[config.mk]
export PLATFORM = sky130hd
export DESIGN_NAME = stp_div
export DESIGN_NICKNAME = d
export VERILOG_FILES = /design/src/sv/stp_pkg.sv /design/src/sv/stp_div.sv
export SDC_FILE = /design/constraint.sdc
export NUM_CORES = 1
export LEC_CHECK = 0
export ABC_AREA = 1
export BUFFER_PORTS_ARGS = -buffer_cell sky130_fd_sc_hd__clkbuf_2
export CELL_PAD_IN_SITES_DETAIL_PLACEMENT = 0
export CELL_PAD_IN_SITES_GLOBAL_PLACEMENT = 2
export CORE_AREA = 2 2 135 189
export DETAILED_ROUTE_END_ITERATION = 12
export DIE_AREA = 0 0 137 191
export HOLD_SLACK_MARGIN = 0.05
export MAX_ROUTING_LAYER = met4
export PLACE_DENSITY_LB_ADDON = 0.1
export SLEW_MARGIN = 20
export SYNTH_ARGS = -nofsm -noshare
export SYNTH_HDL_FRONTEND = slang
export SYNTH_SLANG_ARGS = --single-unit
[constraint.sdc]
create_clock -name clk_i -period 2.5 [get_ports clk_i]
set_input_delay 0.5 -clock clk_i [delete_from_list [all_inputs] [get_ports clk_i]]
set_output_delay 0.5 -clock clk_i [all_outputs]
set_load 0.005 [all_outputs]
[src/sv/stp_pkg.sv]
// ----------------------------------------------------------------------------
// stp_pkg: shared types and constants of the trapezoid stepper profile
// Holds the fixed-point layout, register map codes and the register struct.
// ----------------------------------------------------------------------------
package stp_pkg;

  localparam int unsigned PosBits     = 32;
  localparam int unsigned VelFrac     = 8;
  localparam int unsigned PeriodBits  = 16;
  localparam int unsigned VelW        = 36;  // signed velocity word, headroom for ramps
  localparam int unsigned DivW        = 36;  // shared divider operand width
  localparam int unsigned SqrtW       = 64;  // radicand width
  localparam int unsigned AddrW       = 5;
  localparam int unsigned BrakeShift  = 2 * VelFrac + 1;

  // Register indexes (byte address = 4 * index).
  localparam logic [2:0] RegStartSpeed = 3'd0;
  localparam logic [2:0] RegDefSpeed   = 3'd1;
  localparam logic [2:0] RegDefAccel   = 3'd2;
  localparam logic [2:0] RegMinPos     = 3'd3;
  localparam logic [2:0] RegMaxPos     = 3'd4;
  localparam logic [2:0] RegBaseFreq   = 3'd5;
  localparam logic [2:0] RegUpdateHz   = 3'd6;
  localparam logic [2:0] RegReverse    = 3'd7;

  // Request kinds.
  localparam logic [1:0] ReqMove = 2'd0;
  localparam logic [1:0] ReqTick = 2'd1;
  localparam logic [1:0] ReqStep = 2'd2;

  // Motion phases.
  localparam logic [1:0] PhIdle   = 2'd0;
  localparam logic [1:0] PhAccel  = 2'd1;
  localparam logic [1:0] PhDecel  = 2'd2;
  localparam logic [1:0] PhCruise = 2'd3;

  typedef struct packed {
    logic [17:0]        start_speed;
    logic [17:0]        default_speed;
    logic [23:0]        default_accel;
    logic signed [31:0] min_position;
    logic signed [31:0] max_position;
    logic [26:0]        base_freq;
    logic [16:0]        update_hz;
    logic               reverse_dir;
  } cfg_t;

endpackage

[src/sv/stp_div.sv]
// ----------------------------------------------------------------------------
// stp_div: shared restoring divider
// Produces one quotient bit per cycle; done pulses when the quotient is ready.
// ----------------------------------------------------------------------------
module stp_div #(
  parameter int unsigned W = stp_pkg::DivW
) (
  input  logic         clk_i,
  input  logic         rst_ni,
  input  logic         start_i,
  input  logic [W-1:0] dividend_i,
  input  logic [W-1:0] divisor_i,
  output logic         done_o,
  output logic [W-1:0] quotient_o
);
  localparam int unsigned CntW = $clog2(W + 1);

  logic [W-1:0]    rem_q, quo_q, dvs_q;
  logic [CntW-1:0] cnt_q;
  logic            busy_q, done_q;
  logic [W:0]      rem_sh, rem_sub;
  logic            take;

  assign rem_sh  = {rem_q, quo_q[W-1]};
  assign rem_sub = rem_sh - {1'b0, dvs_q};
  assign take    = !rem_sub[W];

  always_ff @(posedge clk_i or negedge rst_ni) begin
    if (!rst_ni) begin
      busy_q <= 1'b0;
      done_q <= 1'b0;
      cnt_q  <= '0;
    end else begin
      done_q <= 1'b0;
      if (start_i) begin
        busy_q <= 1'b1;
        cnt_q  <= CntW'(W);
      end else if (busy_q) begin
        cnt_q <= cnt_q - 1'b1;
        if (cnt_q == CntW'(1)) begin
          busy_q <= 1'b0;
          done_q <= 1'b1;
        end
      end
    end
  end

  always_ff @(posedge clk_i) begin
    if (start_i) begin
      rem_q <= '0;
      quo_q <= dividend_i;
      dvs_q <= divisor_i;
    end else if (busy_q) begin
      rem_q <= take ? rem_sub[W-1:0] : rem_sh[W-1:0];
      quo_q <= {quo_q[W-2:0], take};
    end
  end

  assign done_o     = done_q;
  assign quotient_o = quo_q;

endmodule

**Word-level counts from Yosys, hierarchy flattened**

Index checks and enable logic that the tools add are counted.

- Output and inout bits: 37
- Flip-flop bits (word level): 116
- Bits in latches: 0
- ROM bits: 0
- Input bits: 75
- Word-level logic and storage cells: 22
- Memories kept: 0
- Memory bits (writable): 0

- Equality and inequality tests: 1
- Multipliers: 0
- Magnitude comparators: 0
- Bitwise gates (word level): 0
- $add $sub $neg: 2
- Reductions and logical operators: 2
- Div/mod/pow operators: 0
- Muxes and demuxes: 11
- Shift operators: 0

Operators by type and width:

| kind | count |
|---|---|
| 36-bit two-way mux | 3 |
| 37-bit by 36-bit subtractor with 37-bit output | 1 |
| 6-bit two-way mux | 2 |
| 6-bit by 1-bit == test with 1-bit output, second input constant | 1 |
| 1-bit two-way mux | 6 |
| 6-bit by 1-bit subtractor with 6-bit output, second input constant | 1 |
| 2-bit nonzero test | 1 |
| 1-bit logical NOT | 1 |

**Depth between registers and ports, before layout**

- Word-level depth: 4
- Depth in mapped cells: 18
- Depth with buffers taken out: 18

**Least setup slack after synthesis**

Ideal clock, no wire load.

- Path kind: reg2reg
- From: register quo_q[35] (netlist: quotient_o[35])
- To: register quo_q[0] (netlist: quotient_o[0]) (data pin)
- Path buffers: 1
- Clock period less this slack: 2.210 ns
- Data required time: 2.234 ns
- Arrival: 1.944 ns
- Cell stages (with the launch flop): 15
- Path slack: 0.290 ns
- Library setup time: 0.266 ns
- Cell sequence: edfxtp_1 > inv_1 > ha_1 > fa_1 > inv_1 > nand3_1 > nand3_1 > nand2_1 > nand3_2 > nand2_4 > nand2_4 > nand2_2 > nand2_8 > buf_6 > o21ai_1

- Word-level cells in the longest chain between the ends: 4

RTL lines:

| item | line | RTL |
|---|---|---|
| start: declaration | stp_div.sv:18 | `logic [W-1:0] rem_q, quo_q, dvs_q;` |
| start signal: assignment | stp_div.sv:51 | `quo_q <= dividend_i;` |
| start signal: assignment | stp_div.sv:55 | `quo_q <= {quo_q[W-2:0], take};` |
| 37-bit by 36-bit subtractor with 37-bit output | stp_div.sv:25 | `assign rem_sub = rem_sh - {1'b0, dvs_q};` |
| 1-bit logical NOT | stp_div.sv:26 | `assign take = !rem_sub[W];` |
| 36-bit two-way mux | stp_div.sv:53 | `end else if (busy_q) begin` |
| 36-bit two-way mux | stp_div.sv:49 | `if (start_i) begin` |

No other way between the ends. The select of a mux whose other input is x is not followed.
A chain may end at the register's enable or synchronous reset.

**Worst setup path after layout**

- From: register dvs_q[21]
- To: register rem_q[13]

- Word-level cells in the longest chain between the ends: 2

RTL lines:

| item | line | RTL |
|---|---|---|
| start: declaration | stp_div.sv:18 |  |
| start signal: assignment | stp_div.sv:52 | `dvs_q <= divisor_i;` |
| 37-bit by 36-bit subtractor with 37-bit output | stp_div.sv:25 |  |
| 36-bit two-way mux | stp_div.sv:54 | `rem_q <= take ? rem_sub[W-1:0] : rem_sh[W-1:0];` |
| end signal: assignment | stp_div.sv:54 |  |
| end: declaration | stp_div.sv:18 |  |

No other way between the ends.

==> flow_metrics.env <==
export IMPL_status="completed"
export IMPL_ant_nets=0
export IMPL_synth_cell_types=33
export IMPL_synthSimpleGateAreaFrac=0.348
export IMPL_setup_violations=0
export IMPL_grt_pass1_wl_um=37500
export IMPL_die_x_um=137
export IMPL_cpPeakStageDelay_ps=370
export IMPL_worst_setup_path_start_kind="register"
export IMPL_utilization=0.386
export IMPL_post_cts_buffers=0
export IMPL_max_cap_violations=0
export IMPL_clkLatencyLatePin_ps=430
export IMPL_seqPwrFrac=0.419
export IMPL_cts_buffers=17
export IMPL_ys_seq_area_frac=0.400
export IMPL_root_buffer="clkbuf_16"
export IMPL_swShare=0.294
export IMPL_first_global_vias=7174
export IMPL_power_switching_uw=1580
export IMPL_synth_top_family_by_area="simple AND/OR/NAND/NOR gates"
export IMPL_dp_slack_ps=100
export IMPL_required_ps=2820
export IMPL_fill_cells=2729
export IMPL_path_common_cell="nand2_1"
export IMPL_cts_htree_levels=4
export IMPL_grt_max_degree=39
export IMPL_clkSlewWorstSetupHoldPaths_ps=60
export IMPL_path_class="register to register"
export IMPL_drv_slew=0
export IMPL_synth_edff_count=72
export IMPL_cp_top_family="simple AND/OR/NAND/NOR gates"
export IMPL_viasPerCell=4.40
export IMPL_path_max_fanout=11
export IMPL_worstHoldPathType="input pin to register"
export IMPL_design_die_area_mm2=0.0262
export IMPL_vdd_ir_drop_max_uv=450
export IMPL_clk_path_buf_depth=2
export IMPL_place_congestion=0.845
export IMPL_path_cells="inv_1, ha_1, nand2_1, nand2_1, inv_1, o21ai_0, nand2_1, nand2_1, a21oi_4, nand2_4, nand2_2, nand2_8, buf_12, nand2_1, nand3_1, nand2_1"
export IMPL_slowest_stage="ha_1"
export IMPL_antenna_found_initial=0
export IMPL_tightest_slew_ps=531
export IMPL_p_leak_uw=0.00520
export IMPL_cp_buffers_inverters=3
export IMPL_p_comb_frac=0.164
export IMPL_diodes=0
export IMPL_drc_errors=0
export IMPL_yosys_warnings=0
export IMPL_multi_input_area_mm2=0.00373
export IMPL_synth_area_mm2=0.00770
export IMPL_clockPowerShare=0.417
export IMPL_min_period_ps=2320
export IMPL_drtIter0Drc=282
export IMPL_syn_num_nets=1224
export IMPL_postSynthCellCount=1110
export IMPL_io_pins=112
export IMPL_synth_xor_area_frac=0.0216
export IMPL_syn_avg_cell_area_um2=6.94
export IMPL_io_buffers=111
export IMPL_synth_seq_cells=116
export IMPL_via_count=6962
export IMPL_grt_overflow=0
export IMPL_nNetsFinal=1369
export IMPL_clock_sinks=116
export IMPL_final_seq_area_mm2=0.00308
export IMPL_finClkSkew_ps=11.3
export IMPL_drtPass1Iterations=5
export IMPL_totalWireLength_um=23900
export IMPL_ys_async_sr_fraction=0.0690
export IMPL_initial_core_util=0.314
export IMPL_hpwl_um=19100
export IMPL_rows=68
export IMPL_track_usage=0.197
export IMPL_cp_arrival_ps=2640
export IMPL_synth_ff_type="edfxtp_1"
export IMPL_hold_viol_final=0
export IMPL_wl_per_cell_um=15.1
export IMPL_die_h_um=191
export IMPL_p_int_uw=3810
export IMPL_synth_compound_area_share=0.0445
export IMPL_relSlewSlack=0.646
export IMPL_p_per_area_mw_per_mm2=570
export IMPL_cts_tree="done"
export IMPL_yosys_mux_area_fraction=0
export IMPL_synth_fa_ha_area_frac=0.0644
export IMPL_final_layout_size_suffix_gt1_frac=0.181
export IMPL_finalSetupTns_ps=0
export IMPL_layout_setup_ws_ps=184
export IMPL_worst_setup_path_end_kind="register"
export IMPL_coreArea_mm2=0.0245
export IMPL_fmax_mhz=432
export IMPL_syn2layout_area_growth_pct=22.8
export IMPL_final_min_period_over_clock_period=0.926
export IMPL_rsz0062_at_grt="no"
[cells in the final DEF, fill, tap and decap left out, types with 2 or more instances in the layout]
master      instances
nand2_1           451
inv_1             209
clkbuf_2          110
edfxtp_1           72
nor2_1             67
nand3_1            60
ha_1               37
dfxtp_1            36
a21oi_1            34
buf_4              30
nand2_2            28
o21ai_0            19
clkbuf_16          17
xnor2_1            15
nand4_1            10
nand3_2             9
dfrtp_1             8
buf_12              7
o21bai_1            6
clkinvlp_4          5
xor2_1              4
nor2_4              3
nor2_2              3
nand2_4             3
nor3_1              3
inv_6               3
clkinv_4            3
clkinv_2            3
o21ai_1             2
[final cells by class]
| type | count | share of cell area |
|---|---|---|
| Clock buffer | 18 | 0.0454 |
| Clock inverter | 14 | 0.0111 |
| Inverter | 209 | 0.0830 |
| Multi-Input combinational cell | 763 | 0.395 |
| Sequential cell | 116 | 0.326 |
| Tap cell | 315 | 0.0417 |
| Timing Repair Buffer | 148 | 0.0980 |
[cell families (layout without fill, tap and decap cells)]
logic type,Yosys count,in the layout
buffers and inverters,231,389
xor gates and xnor gates,19,19
adders and majority gates,39,39
AOI/OAI and AO/OA,64,64
and+or+nand+nor,641,641
DFF,116,116
[worst register-to-register path, cell delays in order (launching register included)]
cell and delay (ps):
edfxtp_1 330, inv_1 50, ha_1 370, nand2_1 80, nand2_1 130, inv_1 50, o21ai_0 270, nand2_1 100
nand2_1 140, a21oi_4 100, nand2_4 80, nand2_2 80, nand2_8 120, buf_12 160, nand2_1 60, nand3_1 70
nand2_1 50
[state kept, by name, summed over array words and instances, names as in the netlist]
signal / count
cnt_q: 6
rem_q: 36
done_o: 1
dvs_q: 36
quotient_o: 36
busy_q: 1
[cells in the mapped netlist, types with 2 or more instances]
library cell | count | area [um^2]
dfxtp_1 | 36 | 721
nor2_1 | 70 | 263
nand3_1 | 61 | 305
o21ai_1 | 2 | 10.0
o21ai_0 | 19 | 95.1
o21bai_1 | 6 | 45.0
xnor2_1 | 15 | 131
nand2_1 | 454 | 1700
ha_1 | 38 | 475
buf_12 | 2 | 40.0
nand3_2 | 8 | 80.1
edfxtp_1 | 72 | 2160
nand2_2 | 25 | 156
buf_1 | 2 | 7.51
dfrtp_1 | 8 | 200
xor2_1 | 4 | 35.0
nor2_2 | 3 | 18.8
nor3_1 | 3 | 15.0
clkbuf_1 | 11 | 41.3
a21oi_1 | 34 | 170
nand2_4 | 3 | 33.8
buf_6 | 4 | 45.0
buf_2 | 3 | 15.0
nand4_1 | 10 | 62.6
inv_1 | 209 | 785
[path summary, 6_finish.rpt]
kind / start / end / slack (ps) / cells past startpoint
min reg2reg: rem_q[11] / rem_q[11] / 470 / 2
max: dvs_q[21] / rem_q[13] / 180 / 16
min in group asynchronous: rst_ni / done_o / 460 / 2
min: divisor_i[8] / dvs_q[8] / 240 / 1
max reg2reg: dvs_q[21] / rem_q[13] / 180 / 16
max in group asynchronous: rst_ni / cnt_q[2] / 1870 / 2
[layer usage]
metal / wire [um] / track usage / up-vias / share of wire
li1: - / - / 3694 / -
met1: 9780 / 0.210 / 3128 / 0.41
met2: 13000 / 0.365 / 120 / 0.54
met3: 636 / 0.0310 / 20 / 0.027
met4: 506 / 0.0682 / 0 / 0.021
met5: 0 / - / - / 0
[metrics by stage]
step	hold slack [ps]	total power (uW)	std cells	area (um^2)
detailed placement	358	3200	1550	8870
CTS	221	5500	1583	9420
global placement	363	3190	1550	8870
global route	219	5690	1583	9450
finish	244	5390	1583	9450
floorplan	204	2830	1110	7700
[timing repair]
action,in CTS,in global routing
gates resized for setup,0,9
hold buffers,1,0
endpoints found under the hold margin,8,0
setup endpoints to repair,0,36
[power by group through the flow]
| stage | sequential [uW] | combinational [uW] | clock (uW) |
|---|---|---|---|
| 2_1_floorplan | 2290 | 541 | 0 |
| 3_3_place_gp | 2300 | 895 | 0 |
| 3_5_place_dp | 2300 | 898 | 0 |
| 4_1_cts | 2260 | 902 | 2340 |
| 5_1_grt | 2280 | 1010 | 2400 |
| 6_report | 2260 | 885 | 2250 |
(Power assumes the default switching activity.)
