`src/sv/stp_pkg.sv`:
```
// ----------------------------------------------------------------------------
// stp_pkg: shared types and constants of the trapezoid stepper profile
// Holds the fixed-point layout, register map codes and the register struct.
// ----------------------------------------------------------------------------
package stp_pkg;

  localparam int unsigned PosBits     = 32;
  localparam int unsigned VelFrac     = 8;
  localparam int unsigned PeriodBits  = 16;
  localparam int unsigned VelW        = 36;  // signed velocity word, headroom for ramps
  localparam int unsigned DivW        = 36;  // shared divider operand width
  localparam int unsigned SqrtW       = 64;  // radicand width
  localparam int unsigned AddrW       = 5;
  localparam int unsigned BrakeShift  = 2 * VelFrac + 1;

  // Register indexes (byte address = 4 * index).
  localparam logic [2:0] RegStartSpeed = 3'd0;
  localparam logic [2:0] RegDefSpeed   = 3'd1;
  localparam logic [2:0] RegDefAccel   = 3'd2;
  localparam logic [2:0] RegMinPos     = 3'd3;
  localparam logic [2:0] RegMaxPos     = 3'd4;
  localparam logic [2:0] RegBaseFreq   = 3'd5;
  localparam logic [2:0] RegUpdateHz   = 3'd6;
  localparam logic [2:0] RegReverse    = 3'd7;

  // Request kinds.
  localparam logic [1:0] ReqMove = 2'd0;
  localparam logic [1:0] ReqTick = 2'd1;
  localparam logic [1:0] ReqStep = 2'd2;

  // Motion phases.
  localparam logic [1:0] PhIdle   = 2'd0;
  localparam logic [1:0] PhAccel  = 2'd1;
  localparam logic [1:0] PhDecel  = 2'd2;
  localparam logic [1:0] PhCruise = 2'd3;

  typedef struct packed {
    logic [17:0]        start_speed;
    logic [17:0]        default_speed;
    logic [23:0]        default_accel;
    logic signed [31:0] min_position;
    logic signed [31:0] max_position;
    logic [26:0]        base_freq;
    logic [16:0]        update_hz;
    logic               reverse_dir;
  } cfg_t;

endpackage

```
`src/sv/stp_sqrt.sv`:
```
// ----------------------------------------------------------------------------
// stp_sqrt: iterative integer square root
// Digit-by-digit method, one result bit per cycle, floor of the root.
// ----------------------------------------------------------------------------
module stp_sqrt #(
  parameter int unsigned W = stp_pkg::SqrtW
) (
  input  logic           clk_i,
  input  logic           rst_ni,
  input  logic           start_i,
  input  logic [W-1:0]   radicand_i,
  output logic           done_o,
  output logic [W/2-1:0] root_o
);
  logic [W-1:0] x_q, r_q, bit_q, trial;
  logic         busy_q, done_q, fits;

  assign trial = r_q + bit_q;
  assign fits  = x_q >= trial;

  always_ff @(posedge clk_i or negedge rst_ni) begin
    if (!rst_ni) begin
      busy_q <= 1'b0;
      done_q <= 1'b0;
    end else begin
      done_q <= busy_q && bit_q[0];
      if (start_i) begin
        busy_q <= 1'b1;
      end else if (busy_q && bit_q[0]) begin
        busy_q <= 1'b0;
      end
    end
  end

  always_ff @(posedge clk_i) begin
    if (start_i) begin
      x_q   <= radicand_i;
      r_q   <= '0;
      bit_q <= W'(1) << (W - 2);
    end else if (busy_q) begin
      if (fits) begin
        x_q <= x_q - trial;
        r_q <= (r_q >> 1) + bit_q;
      end else begin
        r_q <= r_q >> 1;
      end
      bit_q <= bit_q >> 2;
    end
  end

  assign done_o = done_q;
  assign root_o = r_q[W/2-1:0];

endmodule

```
`config.mk`:
```
export PLATFORM = sky130hd
export DESIGN_NAME = stp_sqrt
export DESIGN_NICKNAME = d
export VERILOG_FILES = /design/src/sv/stp_pkg.sv /design/src/sv/stp_sqrt.sv
export SDC_FILE = /design/constraint.sdc
export NUM_CORES = 1
export LEC_CHECK = 0
export ABC_AREA = 0
export BUFFER_PORTS_ARGS = -buffer_cell sky130_fd_sc_hd__buf_2
export CAP_MARGIN = 0
export CORE_MARGIN = 2
export CORE_UTILIZATION = 50
export DETAILED_ROUTE_END_ITERATION = 12
export GPL_TIMING_DRIVEN = 0
export HOLD_SLACK_MARGIN = 0.06
export PLACE_DENSITY = 0.68
export SLEW_MARGIN = 20
export SYNTH_ARGS = -nofsm -noshare
export SYNTH_HDL_FRONTEND = slang
export SYNTH_SLANG_ARGS = --single-unit
```
`constraint.sdc`:
```
create_clock -name clk_i -period 11.55 [get_ports clk_i]
set_input_delay 0 -clock clk_i [delete_from_list [all_inputs] [get_ports clk_i]]
set_output_delay 0 -clock clk_i [all_outputs]
set_load 0.05 [all_outputs]
```
# Word level (Yosys, flattened, before mapping)
# Index checks and enable logic that the tools add are counted.
# op_classes
muxes,6
reduce_logical,5
magnitude_cmp,1
n_addsub,3
# ops
op,count
2-to-1 mux 64 bit,4
adder 63 x 63 -> 64 bit,1
adder 64 x 63 -> 64 bit,1
>= comparator 64 bit,1
subtractor 64 bit,1
nonzero test 2 bit,3
2-to-1 mux 1 bit,2
AND reduction 2 bit,1
logical AND 1 bit,1
# word_totals
in_bits,67
ff_bits,162
output_inout_bits,33

# Longest topological paths before layout
# Gate-level depths: netlist of run 1.
# depth
ltp_word,5
ltp_mapped,25
ltp_nobuf,23

# Least setup slack after synthesis of run 1
# Ideal clock, no wire load.
# synth_path
kind,reg2reg
from,register r_q[2]
to,register x_q[0] (enable)
t_arrival_ns,8.963
required_time_ns,10.976
path_slack_ns,2.012
period_less_slack_ns,9.538
stages_incl_launch_ff,22
cell_sequence,dfxtp_1 > ha_1 > a31oi_1 > a211oi_1 > a221o_1 > a41o_1 > a21oi_2 > o21ai_1 > a311oi_2 > o21bai_1 > a31oi_1 > xor2_1 > ha_1 > clkbuf_1 > nand4_1 > a211oi_1 > nand3_1 > a21oi_1 > nor2_2 > buf_2 > buf_4 > o21ai_0
# synth_via
elab_chain_len,4
# synth_lines
element,line,source
from (decl),stp_sqrt.sv:15,"logic [W-1:0] x_q, r_q, bit_q, trial;"
from (signal assigned),stp_sqrt.sv:43,r_q <= (r_q >> 1) + bit_q;
from (signal assigned),stp_sqrt.sv:45,r_q <= r_q >> 1;
adder 64 x 63 -> 64 bit,stp_sqrt.sv:18,assign trial = r_q + bit_q;
>= comparator 64 bit,stp_sqrt.sv:19,assign fits = x_q >= trial;
nonzero test 2 bit (no line),-,
AND reduction 2 bit (no line),-,
to (signal assigned),stp_sqrt.sv:37,x_q <= radicand_i;
to (signal assigned),stp_sqrt.sv:42,x_q <= x_q - trial;
to (decl),stp_sqrt.sv:15,
# No other way between the ends.
# A chain may end at the register's enable or synchronous reset.

# Worst setup path after layout of run 1
# layout_path
from,register r_q[2]
to,register x_q[38] (enable)
# Same word-level chain as after synthesis.

==> reports/metrics.csv, run 1 <==
metric;value;unit
reg2reg_depth;23;
core;29700;um2
die_x;178;um
netSwitchingFraction;0.487;
synthDistinctLibCells;88;
drc;0;
ctsLongestPathBuffers;2;
routedWlPerCell;19.9;um
endpoint_kind;flop;
syn_to_final_growth;15.9;%
worst_slack;3.78;ns
hold_path_end;x_q[15]$_DFFE_PP_;
vias_per_cell;6.12;
p_comb_frac;0.646;
p_leak;0.00717;uW
drv_slew;0;
syn_area;15100;um2
skew;0.0151;ns
crit_buf_inv;5;
synth_nets;2114;
worstReg2RegEnd;x_q[38]$_DFFE_PP_;
dr.pass1.iters;7;
avgSynthCellArea;7.88;um2
insertion_delay;0.45;ns
crit_path_start_kind;flop;
crit_chain;ha_1 -> a31oi_1 -> a211oi_1 -> a221o_1 -> a41o_1 -> a21oi_2 -> o21ai_1 -> a311oi_2 -> o21bai_1 -> a31oi_1 -> xor2_1 -> ha_1 -> clkbuf_1 -> nand4_1 -> a211oi_1 -> nand3_1 -> a21oi_1 -> nor2_2 -> buf_2 -> buf_4 -> o21ai_4 -> buf_16 -> buf_16;
critical_path_cell_count;23;
first_global_vias;14400;
nets;2308;
clkSlewWorstSetupHoldPaths;0.07;ns
rsz0062_at_grt;false;
final_common_cell;nand2_1;
finalHoldViolCount;0;
synth-seq-area-share;0.258;
top_layer_used;met4;
synth_seq_cells;162;
io_buffer_count;98;
wl;50.1;mm
post-dp-hpwl;38.0;mm
h-tree-depth;4;
fill_cells;2764;
grt-ovfl-total;0;
fin_crit;7.77;ns
path_delay_family;compound AO/OA/AOI/OAI gates;
dr_wl_met3;3.38;mm
final_area;17500;um2
design_power_total;4350;uW
rows;63;
hold_path_class;in -> reg;
die_h;178;um
holdCritStartpoint;start_i;
cts-root-buf;clkbuf_16;
drive_gt1_frac;0.106;
met1_length;21.5;mm
place_area;16200;um2
antennaDiodeCount;0;
finalCritPeriodShare;0.672;
grt_usage;0.316;
async_reset_ff_frac;0.0123;
min_path_cells;2;
utilization;0.589;
criticalPathCategory;reg -> reg;
final-setup-viol-count;0;
cts_buffers;17;
reg2reg_from;r_q[2]$_SDFFE_PP0P_;
detail-route-antenna-nets;0;
p_seq_frac;0.219;
gp_congestion;0.987;
power.density;249;nW/um2
power_switching;2120;uW
tightest_slew;1.08;ns
antenna_found_initial;0;
cts_tree;built;
ir_worst_vdd;0.158;mV
die_area;31600;um2
pre_cts_slack;3.93;ns
critPathSlowestCell;a211oi_1;
required;11.70;ns
slew-limit-headroom;0.282;
initial_core_util;0.508;
slowest_delay;0.72;ns
synth_warnings;0;
drt_iter0_drc;1287;
grt_first_pass_wirelength;77.8;mm
via_count;15400;
syn_inst;1916;
fmax;0.129;GHz
synth_edf_count;64;
clkPwrFrac;0.135;
final_cell_mix;241 x nand2_1, 186 x nor2_1, 131 x o21ai_0;
outcome;finished clean;
synth_ff_type;dfxtp_1;
cts.sinks;162;
wl_met2;23.5;mm
critPathArrivalTime;7.91;ns
path_max_fanout;23;
grt_max_degree;24;
reg2reg_slack;3.78;ns
drv_cap;0;
p_int;2230;uW
ioPinCount;100;
==> metrics by stage <==
step / cells / hold slack [ns] / setup TNS [ns]
floorplan: 1916 / -0.296 / 0
global placement: 2404 / -0.213 / -199.16
detailed placement: 2407 / -0.212 / 0
CTS: 2512 / 0.0672 / 0
global route: 2512 / 0.0945 / 0
finish: 2512 / 0.0666 / 0
==> area by class of cell <==
class / instances / area (um2) / share of cell area
Buffer: 135 / 669 / 0.0382
Clock buffer: 22 / 497 / 0.0284
Clock inverter: 9 / 93.8 / 0.00536
Inverter: 37 / 139 / 0.00794
Multi-Input combinational cell: 1582 / 10400 / 0.595
Sequential cell: 162 / 3890 / 0.222
Tap cell: 390 / 488 / 0.0279
Timing Repair Buffer: 175 / 1310 / 0.0751
==> worst max-delay path by stage <==
stage,start,endpoint
6_report,r_q[2]$_SDFFE_PP0P_,x_q[38]$_DFFE_PP_
3_5_place_dp,r_q[2]$_SDFFE_PP0P_,x_q[39]$_DFFE_PP_
5_1_grt,bit_q[0]$_SDFFE_PP0P_,x_q[39]$_DFFE_PP_
3_3_place_gp,bit_q[0]$_SDFFE_PP0P_,x_q[39]$_DFFE_PP_
4_1_cts,r_q[2]$_SDFFE_PP0P_,x_q[38]$_DFFE_PP_
2_1_floorplan,r_q[2]$_SDFFE_PP0P_,x_q[0]$_DFFE_PP_
==> power groups by stage <==
stage | clock [uW] | combinational (uW) | sequential (uW)
after floorplan | 0 | 2020 | 928
after global placement | 0 | 2630 | 992
after detailed placement | 0 | 2700 | 959
after CTS | 593 | 2760 | 950
after global routing | 614 | 3080 | 968
final | 588 | 2810 | 953
==> synth_stat cells, drive strengths merged (15+ instances only) <==
library cell / instances / area, um2
a21oi: 121 / 609
a21o: 54 / 405
dfxtp: 96 / 1920
and2: 17 / 106
xor2: 72 / 631
nand2: 241 / 905
a211oi: 38 / 290
nor2: 187 / 704
clkbuf: 80 / 300
nand4: 33 / 206
nor2b: 18 / 113
mux2i: 42 / 420
edfxtp: 64 / 1920
a221oi: 16 / 146
buf: 55 / 369
nand3: 36 / 180
xnor2: 86 / 753
ha: 130 / 1630
nor3: 28 / 140
a311oi: 15 / 138
inv: 37 / 139
o21bai: 23 / 173
a31o: 15 / 131
or3: 17 / 106
a31oi: 59 / 369
o21ai: 171 / 882
==> layer usage <==
layer | track usage | vias up
met3 | 0.0482 | 101
met4 | 0.115 | 0
met2 | 0.540 | 630
met1 | 0.401 | 7224
met5 | 0 | -
li1 | - | 7417
==> logic make-up after synthesis <==
family | synth area share
simple gates | 0.189
buf+inv | 0.0535
mux | 0.0331
xor+xnor | 0.0917
flops | 0.258
compound gates | 0.265
fa+ha+maj | 0.109
==> state kept, by name (all words and copies together) (netlist names) <==
signal	flops
r_q	64
x_q	64
bit_q	32
busy_q	1
done_o	1
==> timing repair <==
item | CTS | global route
hold buffers | 74 | 0
endpoints found under the hold margin | 66 | 0
resized for setup | 0 | 0
buffers inserted | 0 | 0
No activity file was read; power rests on OpenSTA's default activity.
==> inputs of run 2 (changes only) <==
- clock period: 11.55 -> 7.5 ns (I/O delays scaled with it)
==> reports/metrics.csv, run 2 (synthesis results as in run 1) <==
metric;value;unit
rows;63;
die_area;31600;um2
grt_first_pass_wirelength;77.7;mm
io_buffer_count;98;
grt_usage;0.317;
outcome;finished clean;
skew;0.0116;ns
power_switching;3340;uW
fin_crit;7.24;ns
insertion_delay;0.46;ns
drive_gt1_frac;0.109;
p_int;3510;uW
drv_cap;0;
dr.pass1.iters;6;
drv_slew;0;
cts_buffers;17;
cts_tree;built;
via_count;15400;
tightest_slew;1.10;ns
power.density;388;nW/um2
antenna_found_initial;1;
finalCritPeriodShare;0.965;
reg2reg_slack;0.26;ns
ioPinCount;100;
min_path_cells;2;
place_area;16200;um2
crit_path_start_kind;flop;
clkPwrFrac;0.137;
holdWs;0.0915;ns
holdCritStartpoint;start_i;
grt_max_degree;24;
finalHoldViolCount;0;
first_global_vias;14500;
required;7.71;ns
slew-limit-headroom;0.269;
p_comb_frac;0.649;
reg2reg_depth;25;
syn_to_final_growth;16.9;%
criticalPathCategory;reg -> reg;
final_area;17700;um2
endpoint_kind;flop;
gp_congestion;0.987;
critPathArrivalTime;7.45;ns
initial_core_util;0.508;
hold_path_class;in -> reg;
fmax;0.138;GHz
wl;50.4;mm
rsz0062_at_grt;false;
nets;2322;
die_x;178;um
post-dp-hpwl;38.1;mm
h-tree-depth;4;
hold_path_end;x_q[11]$_DFFE_PP_;
die_h;178;um
path_max_fanout;22;
grt-ovfl-total;0;
p_leak;0.00724;uW
cts-root-buf;clkbuf_16;
final-setup-viol-count;0;
detail-route-antenna-nets;0;
worstReg2RegEnd;x_q[29]$_DFFE_PP_;
antennaDiodeCount;0;
reg.largest.list;r_q (64), x_q (64), bit_q (32);
netSwitchingFraction;0.487;
routedWlPerCell;19.9;um
p_seq_frac;0.214;
clkSlewWorstSetupHoldPaths;0.07;ns
setup_tns;0;ns
final_cell_mix;241 x nand2_1, 186 x nor2_1, 130 x o21ai_0, 130 x ha_1, 119 x a21oi_1;
vias_per_cell;6.11;
cts.sinks;162;
core;29700;um2
drc;0;
utilization;0.594;
ctsLongestPathBuffers;2;
drt_iter0_drc;1297;
reg2reg_from;bit_q[0]$_SDFFE_PP0P_;
ir_worst_vdd;0.261;mV
final_common_cell;nand2_1;
## run 2: layer usage
layer / wire length [um] / up-vias / global-route usage
li1: - / 7461 / -
met1: 21300 / 7244 / 0.398
met2: 23400 / 605 / 0.527
met3: 3560 / 127 / 0.0555
met4: 2170 / 0 / 0.148
met5: 0 / - / 0
## run 2: how the worst max path moves through the flow
stage	start	endpoint	cells after the start
after floorplan	r_q[2]$_SDFFE_PP0P_	x_q[0]$_DFFE_PP_	21
final	bit_q[0]$_SDFFE_PP0P_	x_q[29]$_DFFE_PP_	25
after global routing	bit_q[0]$_SDFFE_PP0P_	x_q[18]$_DFFE_PP_	25
after CTS	bit_q[0]$_SDFFE_PP0P_	x_q[30]$_DFFE_PP_	25
after global placement	bit_q[0]$_SDFFE_PP0P_	x_q[29]$_DFFE_PP_	23
after detailed placement	bit_q[0]$_SDFFE_PP0P_	x_q[30]$_DFFE_PP_	25
## run 2: power groups by stage
stage | sequential [uW] | clock (uW) | combinational (uW)
after floorplan | 1410 | 0 | 3120
after global placement | 1490 | 0 | 4070
after detailed placement | 1470 | 0 | 4170
after CTS | 1460 | 949 | 4320
after global routing | 1490 | 983 | 4850
final | 1460 | 942 | 4440
## run 2: area by class of cell
| type | instances | area (um2) |
|---|---|---|
| Inverter | 37 | 139 |
| Multi-Input combinational cell | 1582 | 10400 |
| Clock buffer | 20 | 467 |
| Clock inverter | 12 | 140 |
| Buffer | 135 | 669 |
| Timing Repair Buffer | 189 | 1440 |
| Fill cell | 2773 | 12100 |
| Sequential cell | 162 | 3890 |
| Tap cell | 390 | 488 |
## run 2: critical path: stages (launching register included)
cell and delay [ns]:
dfxtp_1 0.48, ha_1 0.23, ha_1 0.18, a21oi_1 0.11
o21ai_1 0.36, a32oi_1 0.24, o22ai_1 0.43, a21oi_1 0.27
o21ai_1 0.49, a21oi_1 0.20, o21ai_0 0.21, nand2_1 0.09
xor2_1 0.22, ha_1 0.27, clkbuf_1 0.21, and3_1 0.26
a221oi_2 0.38, nand2_1 0.10, a21o_1 0.20, a211o_1 0.41
nor2_2 0.46, buf_2 0.36, buf_4 0.27, o21ai_4 0.10
buf_4 0.24, buf_16 0.17
## run 2: timing repair
action / 4_1_cts / 5_1_grt
buffers inserted: 0 / 4
hold buffers: 84 / 0
pin swaps: 0 / 1
resized for setup: 1 / 2
endpoints found under the setup margin: 23 / 64
hold endpoints to repair: 66 / 0
## run 2: metrics by stage
stage,setup slack (ns),total power (uW),std cells
finish,0.259,6850,2527
global route,0.106,7320,2527
CTS,0.0392,6730,2523
detailed placement,-0.156,5640,2407
global placement,-2.15,5560,2404
floorplan,0.931,4530,1916
