===== config.mk =====
export PLATFORM = sky130hd
export DESIGN_NAME = stp_cfg
export DESIGN_NICKNAME = d
export VERILOG_FILES = /design/src/sv/stp_pkg.sv /design/src/sv/stp_cfg.sv
export SDC_FILE = /design/constraint.sdc
export NUM_CORES = 1
export LEC_CHECK = 0
export ABC_CLOCK_PERIOD_IN_PS = 1600
export BUFFER_PORTS_ARGS = -buffer_cell sky130_fd_sc_hd__buf_2
export CORE_MARGIN = 4
export CORE_UTILIZATION = 51
export CTS_CLUSTER_DIAMETER = 50
export CTS_CLUSTER_SIZE = 16
export DETAILED_ROUTE_END_ITERATION = 8
export PLACE_DENSITY = 0.8
export REMOVE_ABC_BUFFERS = 1
export SYNTH_ARGS = -nofsm -noshare
export SYNTH_HDL_FRONTEND = slang
export SYNTH_SLANG_ARGS = --single-unit

===== constraint.sdc =====
create_clock -name clk_i -period 1.6 [get_ports clk_i]
set_clock_uncertainty 0.15 [all_clocks]
set_input_delay 0 -clock clk_i [delete_from_list [all_inputs] [get_ports clk_i]]
set_output_delay 0 -clock clk_i [all_outputs]
set_load 0.02 [all_outputs]

===== src/sv/stp_pkg.sv =====
// ----------------------------------------------------------------------------
// stp_pkg: shared types and constants of the trapezoid stepper profile
// Holds the fixed-point layout, register map codes and the register struct.
// ----------------------------------------------------------------------------
package stp_pkg;

  localparam int unsigned PosBits     = 32;
  localparam int unsigned VelFrac     = 8;
  localparam int unsigned PeriodBits  = 16;
  localparam int unsigned VelW        = 36;  // signed velocity word, headroom for ramps
  localparam int unsigned DivW        = 36;  // shared divider operand width
  localparam int unsigned SqrtW       = 64;  // radicand width
  localparam int unsigned AddrW       = 5;
  localparam int unsigned BrakeShift  = 2 * VelFrac + 1;

  // Register indexes (byte address = 4 * index).
  localparam logic [2:0] RegStartSpeed = 3'd0;
  localparam logic [2:0] RegDefSpeed   = 3'd1;
  localparam logic [2:0] RegDefAccel   = 3'd2;
  localparam logic [2:0] RegMinPos     = 3'd3;
  localparam logic [2:0] RegMaxPos     = 3'd4;
  localparam logic [2:0] RegBaseFreq   = 3'd5;
  localparam logic [2:0] RegUpdateHz   = 3'd6;
  localparam logic [2:0] RegReverse    = 3'd7;

  // Request kinds.
  localparam logic [1:0] ReqMove = 2'd0;
  localparam logic [1:0] ReqTick = 2'd1;
  localparam logic [1:0] ReqStep = 2'd2;

  // Motion phases.
  localparam logic [1:0] PhIdle   = 2'd0;
  localparam logic [1:0] PhAccel  = 2'd1;
  localparam logic [1:0] PhDecel  = 2'd2;
  localparam logic [1:0] PhCruise = 2'd3;

  typedef struct packed {
    logic [17:0]        start_speed;
    logic [17:0]        default_speed;
    logic [23:0]        default_accel;
    logic signed [31:0] min_position;
    logic signed [31:0] max_position;
    logic [26:0]        base_freq;
    logic [16:0]        update_hz;
    logic               reverse_dir;
  } cfg_t;

endpackage


===== src/sv/stp_cfg.sv =====
// ----------------------------------------------------------------------------
// stp_cfg: register file of the trapezoid stepper profile
// APB-style write and read access to the eight configuration registers.
// ----------------------------------------------------------------------------
module stp_cfg (
  input  logic                        clk_i,
  input  logic                        rst_ni,
  input  logic                        psel,
  input  logic                        penable,
  input  logic                        pwrite,
  input  logic [stp_pkg::AddrW-1:0]   paddr,
  input  logic [31:0]                 pwdata,
  output logic [31:0]                 prdata,
  output logic                        pready,
  output stp_pkg::cfg_t               cfg_o
);
  import stp_pkg::*;

  cfg_t       cfg_q;
  logic       wr_en;
  logic [2:0] idx;

  assign idx    = paddr[4:2];
  assign wr_en  = psel && penable && pwrite;
  assign pready = 1'b1;
  assign cfg_o  = cfg_q;

  always_ff @(posedge clk_i or negedge rst_ni) begin
    if (!rst_ni) begin
      cfg_q.start_speed   <= 18'd100;
      cfg_q.default_speed <= 18'd1000;
      cfg_q.default_accel <= 24'd2000;
      cfg_q.min_position  <= 32'sd0;
      cfg_q.max_position  <= 32'sh7FFF_FFFF;
      cfg_q.base_freq     <= 27'd1000000;
      cfg_q.update_hz     <= 17'd1000;
      cfg_q.reverse_dir   <= 1'b0;
    end else if (wr_en) begin
      case (idx)
        RegStartSpeed: cfg_q.start_speed   <= pwdata[17:0];
        RegDefSpeed:   cfg_q.default_speed <= pwdata[17:0];
        RegDefAccel:   cfg_q.default_accel <= pwdata[23:0];
        RegMinPos:     cfg_q.min_position  <= pwdata;
        RegMaxPos:     cfg_q.max_position  <= pwdata;
        RegBaseFreq:   cfg_q.base_freq     <= pwdata[26:0];
        RegUpdateHz:   cfg_q.update_hz     <= pwdata[16:0];
        RegReverse:    cfg_q.reverse_dir   <= pwdata[0];
        default: ;
      endcase
    end
  end

  always_comb begin
    case (idx)
      RegStartSpeed: prdata = 32'(cfg_q.start_speed);
      RegDefSpeed:   prdata = 32'(cfg_q.default_speed);
      RegDefAccel:   prdata = 32'(cfg_q.default_accel);
      RegMinPos:     prdata = cfg_q.min_position;
      RegMaxPos:     prdata = cfg_q.max_position;
      RegBaseFreq:   prdata = 32'(cfg_q.base_freq);
      RegUpdateHz:   prdata = 32'(cfg_q.update_hz);
      RegReverse:    prdata = 32'(cfg_q.reverse_dir);
      default:       prdata = '0;
    endcase
  end

endmodule


# --- Yosys cells after proc, flatten, opt, wreduce, memory -nomap -nowiden ---
# Index checks and enable logic that the tools add are counted.
totals:
  ram_bits: 0
  romBits: 0
  latch_bits: 0
  inputBits: 42
  register_bits: 169
  mem_count: 0
classes:
  n_eq_ne: 7
  bitwise: 0
  n_lt_le_gt_ge: 0
  n_mul: 0
  shifts: 0
  n_reduce_logical: 11
  div_mod_pow: 0
  addsub: 0
  mux: 1
op_table:
  columns: ["operator", "count"]
  rows:
  - ["$pmux W32 S8", 1]
  - ["$reduce_and A2 Y1", 8]
  - ["$eq A3 B3 Y1 const B", 4]
  - ["$eq A3 B2 Y1 const B", 2]
  - ["$eq A3 B1 Y1 const B", 1]
  - ["$logic_not A3 Y1", 1]
  - ["$logic_and A1 B1 Y1", 2]

# --- Longest topological paths before layout ---
# Gate-level depths: netlist of run 1.
depth:
  ltp_word: 3
  ltp_mapped: 6

# --- Worst setup path before layout of run 1 ---
# Ideal clock, no wire load.
synth_path:
  kind: "in2out"
  start: "input paddr[3] (netlist name)"
  end: "output prdata[10]"
  path_slack_ns: 0.042
  arrival_time_ns: 1.408
  required_ns: 1.450
  path_buffers: 3
  path_stages: 6
  cell_sequence: "buf_2 -> buf_2 -> buf_2 -> nor2b_1 -> a2bb2oi_1 -> o21ai_0"
synth_via:
  elab_chain_len: 2
  word_cells_on_any_way: 9
  classes_between: "eq/ne (7); mux (1); reduce/logical (1)"
synth_rtl:
  columns: ["item", "line", "source"]
  rows:
  - ["from (decl)", "stp_cfg.sv:11", "input logic [stp_pkg::AddrW-1:0] paddr,"]
  - ["$eq A3 B3 Y1, or another cell as far along", "stp_cfg.sv:54", "case (idx)"]
  - ["$pmux W32 S8 *", "stp_cfg.sv:54", null]
  - ["to (decl)", "stp_cfg.sv:13", "output logic [31:0] prdata,"]
# Mark *: on every way between the ends. The rest lies on a longest branch, timed or not.

# --- Final worst setup path of run 1 ---
layout_path:
  start: "register cfg_q, in the netlist cfg_o[10]"
  end: "output prdata[9]"
layout_via:
  elab_chain_len: 1
layout_rtl:
  columns: ["item", "line", "source"]
  rows:
  - ["from (decl)", "stp_cfg.sv:19", "cfg_t cfg_q;"]
  - ["$pmux W32 S8", "stp_cfg.sv:54", null]
# Every way passes these cells.

==> results of run 1 <==
## worst min path at each step
stage / endpoint / slack [ns] / cells after the start
after global routing: cfg_o[0]$_DFFE_PN0P_ / 0.11 / 4
after floorplan: cfg_o[0]$_DFFE_PN0P_ / -0.45 / 0
after global placement: cfg_o[159]$_DFFE_PN0P_ / -0.21 / 1
final: cfg_o[0]$_DFFE_PN0P_ / 0.1 / 4
after CTS: cfg_o[0]$_DFFE_PN0P_ / 0.06 / 4
after detailed placement: cfg_o[161]$_DFFE_PN0P_ / -0.20 / 1
## power by group through the flow
stage | Clock, W | Combinational, W | Sequential (W)
after floorplan | 0 | 0.00136 | 0.00700
after global placement | 0 | 0.00395 | 0.00601
after detailed placement | 0 | 0.00403 | 0.00608
after CTS | 0.00414 | 0.00452 | 0.00597
after global routing | 0.00432 | 0.00489 | 0.00610
final | 0.00407 | 0.00458 | 0.00599
## worst reg2reg max path: cells and delay by family, from the launching register on
kind     cells  cell delay (ns)
mux          1             0.26
flops        1             0.39
buf+inv      2             0.27
## cell families (layout without fill, tap and decap cells)
family	Yosys count	after routing
mux	204	204
flops	169	169
compound gates	65	65
buf+inv	56	408
simple gates	52	52
other cells	1	1
## metrics by stage
stage	setup slack (ns)	area, um^2	TNS, ns	power [W]
after floorplan	-0.941	7540	-59.54	0.00836
after global placement	-0.0224	9520	-0.0224	0.00996
after detailed placement	-0.0336	9520	-0.103	0.0101
after CTS	-0.246	10800	-2.24	0.0146
after global routing	-0.297	10900	-2.89	0.0153
final	-0.243	10900	-1.92	0.0146
## synthesized netlist by cell type (all sizes together)
cell / n
a2bb2oi: 7
nor3: 1
and3: 1
nand2: 22
a21oi: 1
o22ai: 6
a22o: 13
mux2: 171
nor2b: 2
inv: 19
nand2b: 10
o21ai: 10
o311a: 1
a221oi: 9
buf: 30
mux2i: 24
nand4: 1
or3: 3
o32a: 9
nor2: 10
and3b: 1
o32ai: 8
nand4b: 1
mux4: 9
dfrtp: 110
clkbuf: 7
conb: 1
dfstp: 59
o221ai: 1
## layout make-up
class | instances | area share [%]
inverters | 19 | 0.652
flip-flops and latches | 169 | 39.3
repair buffers | 357 | 22.1
multi-input cells | 322 | 30.5
well taps | 184 | 2.10
clock inverters | 9 | 1.17
clock buffers | 23 | 4.09
## per-layer routing
metal	vias up	GRT usage (%)
met1	3124	33.7
li1	2703	-
met2	258	45.7
met5	-	0
met4	0	10.8
met3	32	9.19
## timing repair
item / 4_1_cts / 5_1_grt
resized for setup: 48 / 19
hold endpoints to repair: 336 / 0
hold buffers: 34 / 0
buffers inserted: 32 / 4
pin swaps: 21 / 10
setup endpoints to repair: 19 / 28
==> results.toml, run 1 <==
[setup_path]
crit_path_end_kind = "output port"
cp_top_family = "flip-flops"
crit_arrival_ns = 1.69
cp_num_buf_inv = 1
rrSetupSlack_ns = 0.42
rr_worst_depth = 3
required_ns = 1.45
crit_cells = 4
r2r_end = "cfg_o[150]$_DFFE_PN0P_"
endpoint = "prdata[9]"
crit_slowest_cell = "dfstp_2"
crit_fanout = 2
cp-start-kind = "register"
startpoint = "cfg_o[10]$_DFFE_PN1P_"
crit_type = "register to output port"
path_cells = "mux2_4, and3_4, o32a_1, buf_6"
r2r_start = "cfg_o[150]$_DFFE_PN0P_"
slowest_delay_ns = 0.38

[die]
initial_core_util_pct = 52.5
row_count = 44
die_y_um = 131
io_pins = 244
core_area_um2 = 14700
dieArea_um2 = 17200
die_w_um = 131

[placement]
place_congestion = 0.854
numPortBuffers = 240
dp_cells = 981
dp_hpwl_um = 16500

[clock_network]
root_buffer = "clkbuf_16"
cts_tree = "done"
clockBufferDepth = 2
worstSkewPairLatency_ns = 0.42
clk_pin_slew_ns = 0.06
clkSinkCount = 169
htreeDepth = 4
cts_made_buffers = 17

[final_layout]
seq_area_um2 = 4300
final_common_cell = "buf_2"
largest_reg_flops = 169
syn_to_final_growth_pct = 41.8
finalNetCount = 928
final-instance-count-excl-fill = 1083
layout_common_cells = "222 x buf_2, 156 x mux2_2, 110 x dfrtp_1, 75 x buf_4, 59 x dfstp_2"
nFillCells = 974
multi_input_area_um2 = 3340
drive_gt1_share_pct = 67.5
n_antenna_cell = 0
utilization_pct = 74.4

[drt]
route.met3.wl_um = 1960
vias = 6117
vias_per_cell = 5.65
firstDrtPassIters = 4
drc_errors = 0
ant_nets = 0
wl_per_cell_um = 21.8
wl_met2_um = 11800
route.top_layer_used = "met4"
wirelength_um = 23600
m1WireLength_um = 9480
first_iter_violations = 311

[global_routing]
track_usage_pct = 27.7
grt_max_degree = 43
grt_pass1_vias = 6653
gr-total-overflow = 0
antenna_found_initial = 0
grt_first_pass_wirelength_um = 36100

[power_and_ir_drop]
ir_worst_vdd_mv = 0.828
p_int_w = 0.00981
combPwrFrac_pct = 31.3
clock_power_share_pct = 27.8
sequentialPowerShare_pct = 40.9
power_per_cell_area_nw_per_um2 = 1340
p_leak_nw = 5.33
sw_frac_of_total_pct = 33.0
p_switching_w = 0.00484

[synthesis]
synthSimpleGateAreaFrac_pct = 3.52
syn_avg_cell_area_um2 = 14.1
synth_top_family_by_area = "multiplexers"
syn_area_um2 = 7720
ys_types = 33
ys_ff_latch = 169
synth-adder-area-share_pct = 0
ys_seq_area_share_pct = 55.7
synthCells = 547
synth_xor_area_share_pct = 0
synth_top_area_cell = "dfrtp_1"
synth_top_area_share_pct = 35.7
yosys_warnings = 0
synth_mux_area_share_pct = 30.7
synth_compound_area_share_pct = 6.81
synth.area.top_cells = "dfrtp_1 36%, mux2_2 23%, dfstp_2 20%"

[sta]
min_period_over_period_pct = 115
drv_slew = 0
worstMarginPinSlew_ns = 0.860
slew_headroom_pct = 42.5
post-route-min-period_ns = 1.84
max_freq_mhz = 542
final-setup-viol-count = 17
holdWs_ns = 0.0955
hold_violations = 0
fin_ws_ns = -0.243
rsz0062_at_grt = "true"

[flow_run]
max_cap_violations = 0

[worst_hold_path]
hold_class = "primary input to register"
holdCritStartpoint = "paddr[4]"

[outcome]
status = "finished, violations left"
violations = "negative setup slack"
(Power assumes the default switching activity.)
==> inputs of run 2 (changes only) <==
Settings changed: ABC_AREA set to 1, CELL_PAD_IN_SITES_DETAIL_PLACEMENT set to 0, CELL_PAD_IN_SITES_GLOBAL_PLACEMENT set to 2, CORE_UTILIZATION 51 to 30, GPL_TIMING_DRIVEN set to 0, PLACE_DENSITY 0.8 to not set, PLACE_DENSITY_LB_ADDON set to 0.1.
==> run 2 against run 1 <==
The run now ends clean. Final area about the same. Critical path depth increased by 1. Die area increased by 71%. Global-route usage decreased by 7.2 points. Core utilization decreased by 33 points. Cell count increased by 44%. Power increased by 3.4%. Maximum frequency increased by 17%. Clock-buffer cell count decreased by 3. Via count increased by 21%. Hold slack got worse by 0.094 ns.
==> results.toml, run 2 <==
[outcome]
status = "finished, final reports clean"

[synthesis]
synthCells = 939
synth_top_area_cell = "dfrtp_1"
synth_edf_count = 0
async_flop_share_pct = 100
syn_avg_cell_area_um2 = 8.50
yosys_warnings = 0
synth_flop_cell = "dfrtp_1"
ys_ff_latch = 169
syn_area_um2 = 7980
ys_types = 29
ys_seq_area_share_pct = 53.9
synth_top_area_share_pct = 34.5
synthMostInstantiatedCell = "nand2_1"
synthTopCellsByCount = "224 x nand2_1, 116 x nor2_1, 110 x dfrtp_1"
synth.area.top_cells = "dfrtp_1 34%, dfstp_2 19%, nand2_1 11%"

[power_and_ir_drop]
power_per_cell_area_nw_per_um2 = 1380
p_leak_nw = 5.43
power.total_w = 0.0151
ir_worst_vdd_mv = 0.539

[sta]
drv_slew = 0
holdWs_ns = 0.00185
fin_ws_ns = 0.0219
min_period_over_period_pct = 98.6
post-route-min-period_ns = 1.58
rsz0062_at_grt = "true"
slew_headroom_pct = 48.4
final-setup-viol-count = 0
max_freq_mhz = 634
hold_violations = 0
worstMarginPinSlew_ns = 0.774

[setup_path]
crit_fanout = 3
required_ns = 1.45
cp-start-kind = "register"
crit_slowest_cell = "dfstp_2"
startpoint = "cfg_o[34]$_DFFE_PN1P_"
rrSetupSlack_ns = 0.56
slowest_delay_ns = 0.54
cp_num_buf_inv = 1
path_cells = "nand4_1, nand2_1, nor2_1, nand3_1, buf_6"
crit_arrival_ns = 1.43
crit_type = "register to output port"
crit_path_end_kind = "output port"
r2r_start = "cfg_o[61]$_DFFE_PN1P_"
cp_top_family = "flip-flops"

[drt]
drc_errors = 0
ant_nets = 0
vias_per_cell = 4.75
firstDrtPassIters = 4
wl_per_cell_um = 19.2
wirelength_um = 29900
vias = 7414
first_iter_violations = 451

[global_routing]
track_usage_pct = 20.5
grt_max_degree = 92
grt_first_pass_wirelength_um = 45500
antenna_found_initial = 0
grt_pass1_vias = 7250
gr-total-overflow = 0

[die]
dieArea_um2 = 29300
io_pins = 244
initial_core_util_pct = 30.5
die_y_um = 171
core_area_um2 = 26100
die_w_um = 171
row_count = 59

[clock_network]
clk_pin_slew_ns = 0.07
clockBufferDepth = 2
cts_made_buffers = 17
worstSkewPairLatency_ns = 0.42
cts_tree = "done"
root_buffer = "clkbuf_16"
clkSinkCount = 169
htreeDepth = 4

[placement]
numPortBuffers = 240
dp_hpwl_um = 18200
place_congestion = 0.745
dp_slack_ns = -2.46

[final_layout]
drive_gt1_share_pct = 34.3
finalNetCount = 1254
utilization_pct = 41.8
n_antenna_cell = 0
final_common_cell = "nand2_1"
largest_reg_flops = 169
layout_common_cells = "222 x nand2_1, 218 x buf_2, 114 x nor2_1, 110 x dfrtp_1, 68 x inv_1"
syn_to_final_growth_pct = 37.0

[flow_run]
max_cap_violations = 0

[worst_hold_path]
hold_class = "primary input to async pin"
==> run 2: what timing repair did <==
action | CTS | global route
pin swaps | 11 | 25
cloned | 3 | 0
endpoints found under the setup margin | 201 | 55
gates resized for setup | 39 | 31
hold buffers | 35 | 0
hold endpoints to repair | 259 | 0
setup buffers | 18 | 16
==> run 2: metal layers <==
metal | GRT usage (%) | vias up | share of wire [%]
li1 | - | 3632 | -
met1 | 29.5 | 3518 | 48
met2 | 31.4 | 234 | 45
met3 | 4.30 | 30 | 5.7
met4 | 5.58 | 0 | 2.0
met5 | 0 | - | 0
==> run 2: worst register-to-register path, cell delays in order, from the launching register on <==
cell     delay [ns]
dfstp_2        0.54
buf_4          0.13
nor2_1         0.04
a21oi_1        0.11
==> run 2: logic make-up after synthesis <==
logic type / count (synthesis) / synth area share [%]
buffers and inverters: 138 / 8.58
DFF: 169 / 53.9
and+or+nand+nor: 461 / 25.9
AOI/OAI and AO/OA: 170 / 11.6
other: 1 / 0.0470
==> run 2: final timing paths <==
| path | cells past startpoint | endpoint |
|---|---|---|
| max | 5 | prdata[16] |
| min | 2 | cfg_o[158]$_DFFE_PN0P_ |
| max reg2reg | 3 | cfg_o[61]$_DFFE_PN1P_ |
| min reg2reg | 2 | cfg_o[139]$_DFFE_PN1P_ |
| max in group asynchronous | 3 | cfg_o[67]$_DFFE_PN1P_ |
| min in group clk_i | 4 | cfg_o[102]$_DFFE_PN0P_ |
==> run 2: power breakdown <==
part / switching, W / internal (W) / leakage [nW]
logic: 0.00289 / 0.00159 / 3.12
clock network: 0.00188 / 0.00269 / 0.308
registers: 0.000685 / 0.00540 / 2.00
==> run 2: metrics by stage <==
stage	setup TNS, ns	cells	cell area (um^2)
floorplan	-16.63	875	7580
global placement	-744.86	1450	9200
detailed placement	-295.68	1456	9360
CTS	-0.0355	1544	10700
global route	-0.469	1560	10900
finish	0	1560	10900
==> run 2: cell type report <==
class                      instances  area, um^2
fill                            2726       15200
sequential                       169        4300
multi-input combinational        635        3110
timing repair buffer             315        2170
clock buffer                      20         447
tap                              335         419
inverter                          74         300
clock inverter                    12         188
==> inputs of run 3 (changes only) <==
Settings changed: CTS_BUF_LIST set to sky130_fd_sc_hd__clkbuf_4, CTS_CLUSTER_DIAMETER 50 to not set.
==> run 3 against run 2 <==
The run now ends with negative hold slack, negative setup slack left. Via count grew 1.9%. Cell count grew 2.4%. Register-to-register slack lost 0.46 ns. Maximum frequency shrank 13%. Routed wire length grew 1.4%. Clock power shrank 35%. Sequential share of layout area shrank 0.58 points. Critical path depth grew 2. Power shrank 7.9%. Hold slack lost 0.13 ns.
==> results.toml, run 3 (synthesized netlist as in run 2, its figures left out) <==
[outcome]
status = "finished, violations left"
violations = "negative hold slack, negative setup slack"

[setup_path]
cp-start-kind = "primary input"
crit_type = "primary input to register"
crit_fanout = 24
slowest_delay_ns = 0.85
required_ns = 1.94
crit_slowest_cell = "dlygate4sd3_1"
crit_path_end_kind = "register"
path_cells = "buf_2, nand3_4, dlygate4sd3_1, nor2_4, buf_16, nor2_1, a21oi_1"
crit_arrival_ns = 2.15

[clock_network]
cts_made_buffers = 17
clkSinkCount = 169
worstSkewPairLatency_ns = 0.52
clk_pin_slew_ns = 0.18
cts_tree = "done"
root_buffer = "clkbuf_4"
htreeDepth = 4
clockBufferDepth = 2

[flow_run]
max_cap_violations = 0

[placement]
dp_hpwl_um = 18200
numPortBuffers = 240
place_congestion = 0.745
dp_cells = 1456
placed_area_um2 = 9360

[final_layout]
final-instance-count-excl-fill = 1598
drive_gt1_share_pct = 34.1
largest_reg_flops = 169
syn_to_final_growth_pct = 39.1
finalNetCount = 1291
nFillCells = 2730
layout_common_cells = "222 x nand2_1, 179 x buf_2, 113 x nor2_1, 110 x dfrtp_1, 68 x inv_1"
stdcell_area_um2 = 11100
final_common_cell = "nand2_1"

[sta]
holdWs_ns = -0.126
slew_headroom_pct = 49.1
max_freq_mhz = 553
hold_violations = 65
fin_setup_tns_ns = -5.65
min_period_over_period_pct = 113
rsz0062_at_grt = "true"
worstMarginPinSlew_ns = 0.764
fin_ws_ns = -0.208
post-route-min-period_ns = 1.81
drv_slew = 0
final-setup-viol-count = 58

[power_and_ir_drop]
ir_worst_vdd_mv = 0.537
power.total_w = 0.0140
power_per_cell_area_nw_per_um2 = 1260
p_leak_nw = 5.50

[die]
die_w_um = 171
io_pins = 244
row_count = 59
core_area_um2 = 26100
initial_core_util_pct = 30.5
dieArea_um2 = 29300
die_y_um = 171

[drt]
route.met3.wl_um = 1760
first_iter_violations = 436
firstDrtPassIters = 5
wirelength_um = 30400
vias_per_cell = 4.73
vias = 7556
wl_met2_um = 13700
route.top_layer_used = "met4"
drc_errors = 0
m1WireLength_um = 14400
wl_per_cell_um = 19.0
ant_nets = 0

[global_routing]
antenna_found_initial = 1
grt_max_degree = 92
grt_pass1_vias = 7509
track_usage_pct = 20.7
gr-total-overflow = 0
grt_first_pass_wirelength_um = 46200

[worst_hold_path]
hold_class = "primary input to async pin"
run 3: cell count changes in the layout (fill, tap and decap cells not counted), moves of 2 or more:
cell,delta
buf_2,-39
nand2_4,+2
dlygate4sd3_1,+28
nand2_8,-2
clkbuf_1,-2
clkbuf_4,+19
clkbuf_8,-2
buf_4,+25
clkbuf_16,-17
buf_6,+28
clkinv_1,+2
buf_12,-5
run 3: where the power goes:
| group | internal (W) | switching [W] |
|---|---|---|
| combinational | 0.00194 | 0.00299 |
| clock | 0.00130 | 0.00167 |
| sequential | 0.00539 | 0.000662 |
| total | 0.00863 | 0.00532 |
run 3: worst paths after layout:
check                                  startpoint                     end  slack (ns)  depth (start not counted)
min reg2reg                cfg_o[156]$_DFFE_PN1P_  cfg_o[156]$_DFFE_PN1P_        0.34                          2
min                                        rst_ni  cfg_o[158]$_DFFE_PN0P_       -0.13                          2
max                                        pwrite   cfg_o[23]$_DFFE_PN0P_       -0.21                          7
min in group clk_i                        penable   cfg_o[66]$_DFFE_PN1P_       -0.10                          6
max reg2reg                 cfg_o[56]$_DFFE_PN1P_   cfg_o[56]$_DFFE_PN1P_        0.10                          3
max in group asynchronous                  rst_ni   cfg_o[71]$_DFFE_PN1P_        0.46                          3
run 3: worst max-delay path, delay by kind of cell:
kind	cells	cell delay [ns]
compound gates	1	0.14
buf+inv	3	1.19
simple gates	3	0.80
run 3: repair_timing:
action                                  in CTS  in global routing
endpoints found under the hold margin      318                 80
resized for setup                           61                 76
setup buffers                               40                  3
endpoints found under the setup margin     201                104
hold buffers                                67                  2
gates cloned                                 3                  0
pin swaps                                   24                 24
run 3: area by class of cell:
class / count / area [um^2] / share of cell area (%)
Multi-Input combinational cell: 635 / 3090 / 27.8
Clock inverter: 13 / 191 / 1.72
Clock buffer: 19 / 143 / 1.29
Tap cell: 335 / 419 / 3.78
Antenna cell: 1 / 2.50 / 0.0225
Inverter: 74 / 293 / 2.64
Timing Repair Buffer: 352 / 2660 / 24.0
Sequential cell: 169 / 4300 / 38.8
run 3: per-stage QoR:
| stage | setup slack [ns] | util [%] |
|---|---|---|
| after CTS | -0.216 | 41.6 |
| after detailed placement | -2.46 | 35.8 |
| after floorplan | -0.454 | - |
| final | -0.208 | 42.5 |
| after global routing | -0.280 | 42.5 |
| after global placement | -3.31 | 35.2 |
run 3: layer usage:
metal  up-vias  GRT usage (%)
li1       3708              -
met1      3587           29.9
met2       235           32.1
met3        26           4.30
met4         0           4.93
met5         -              0
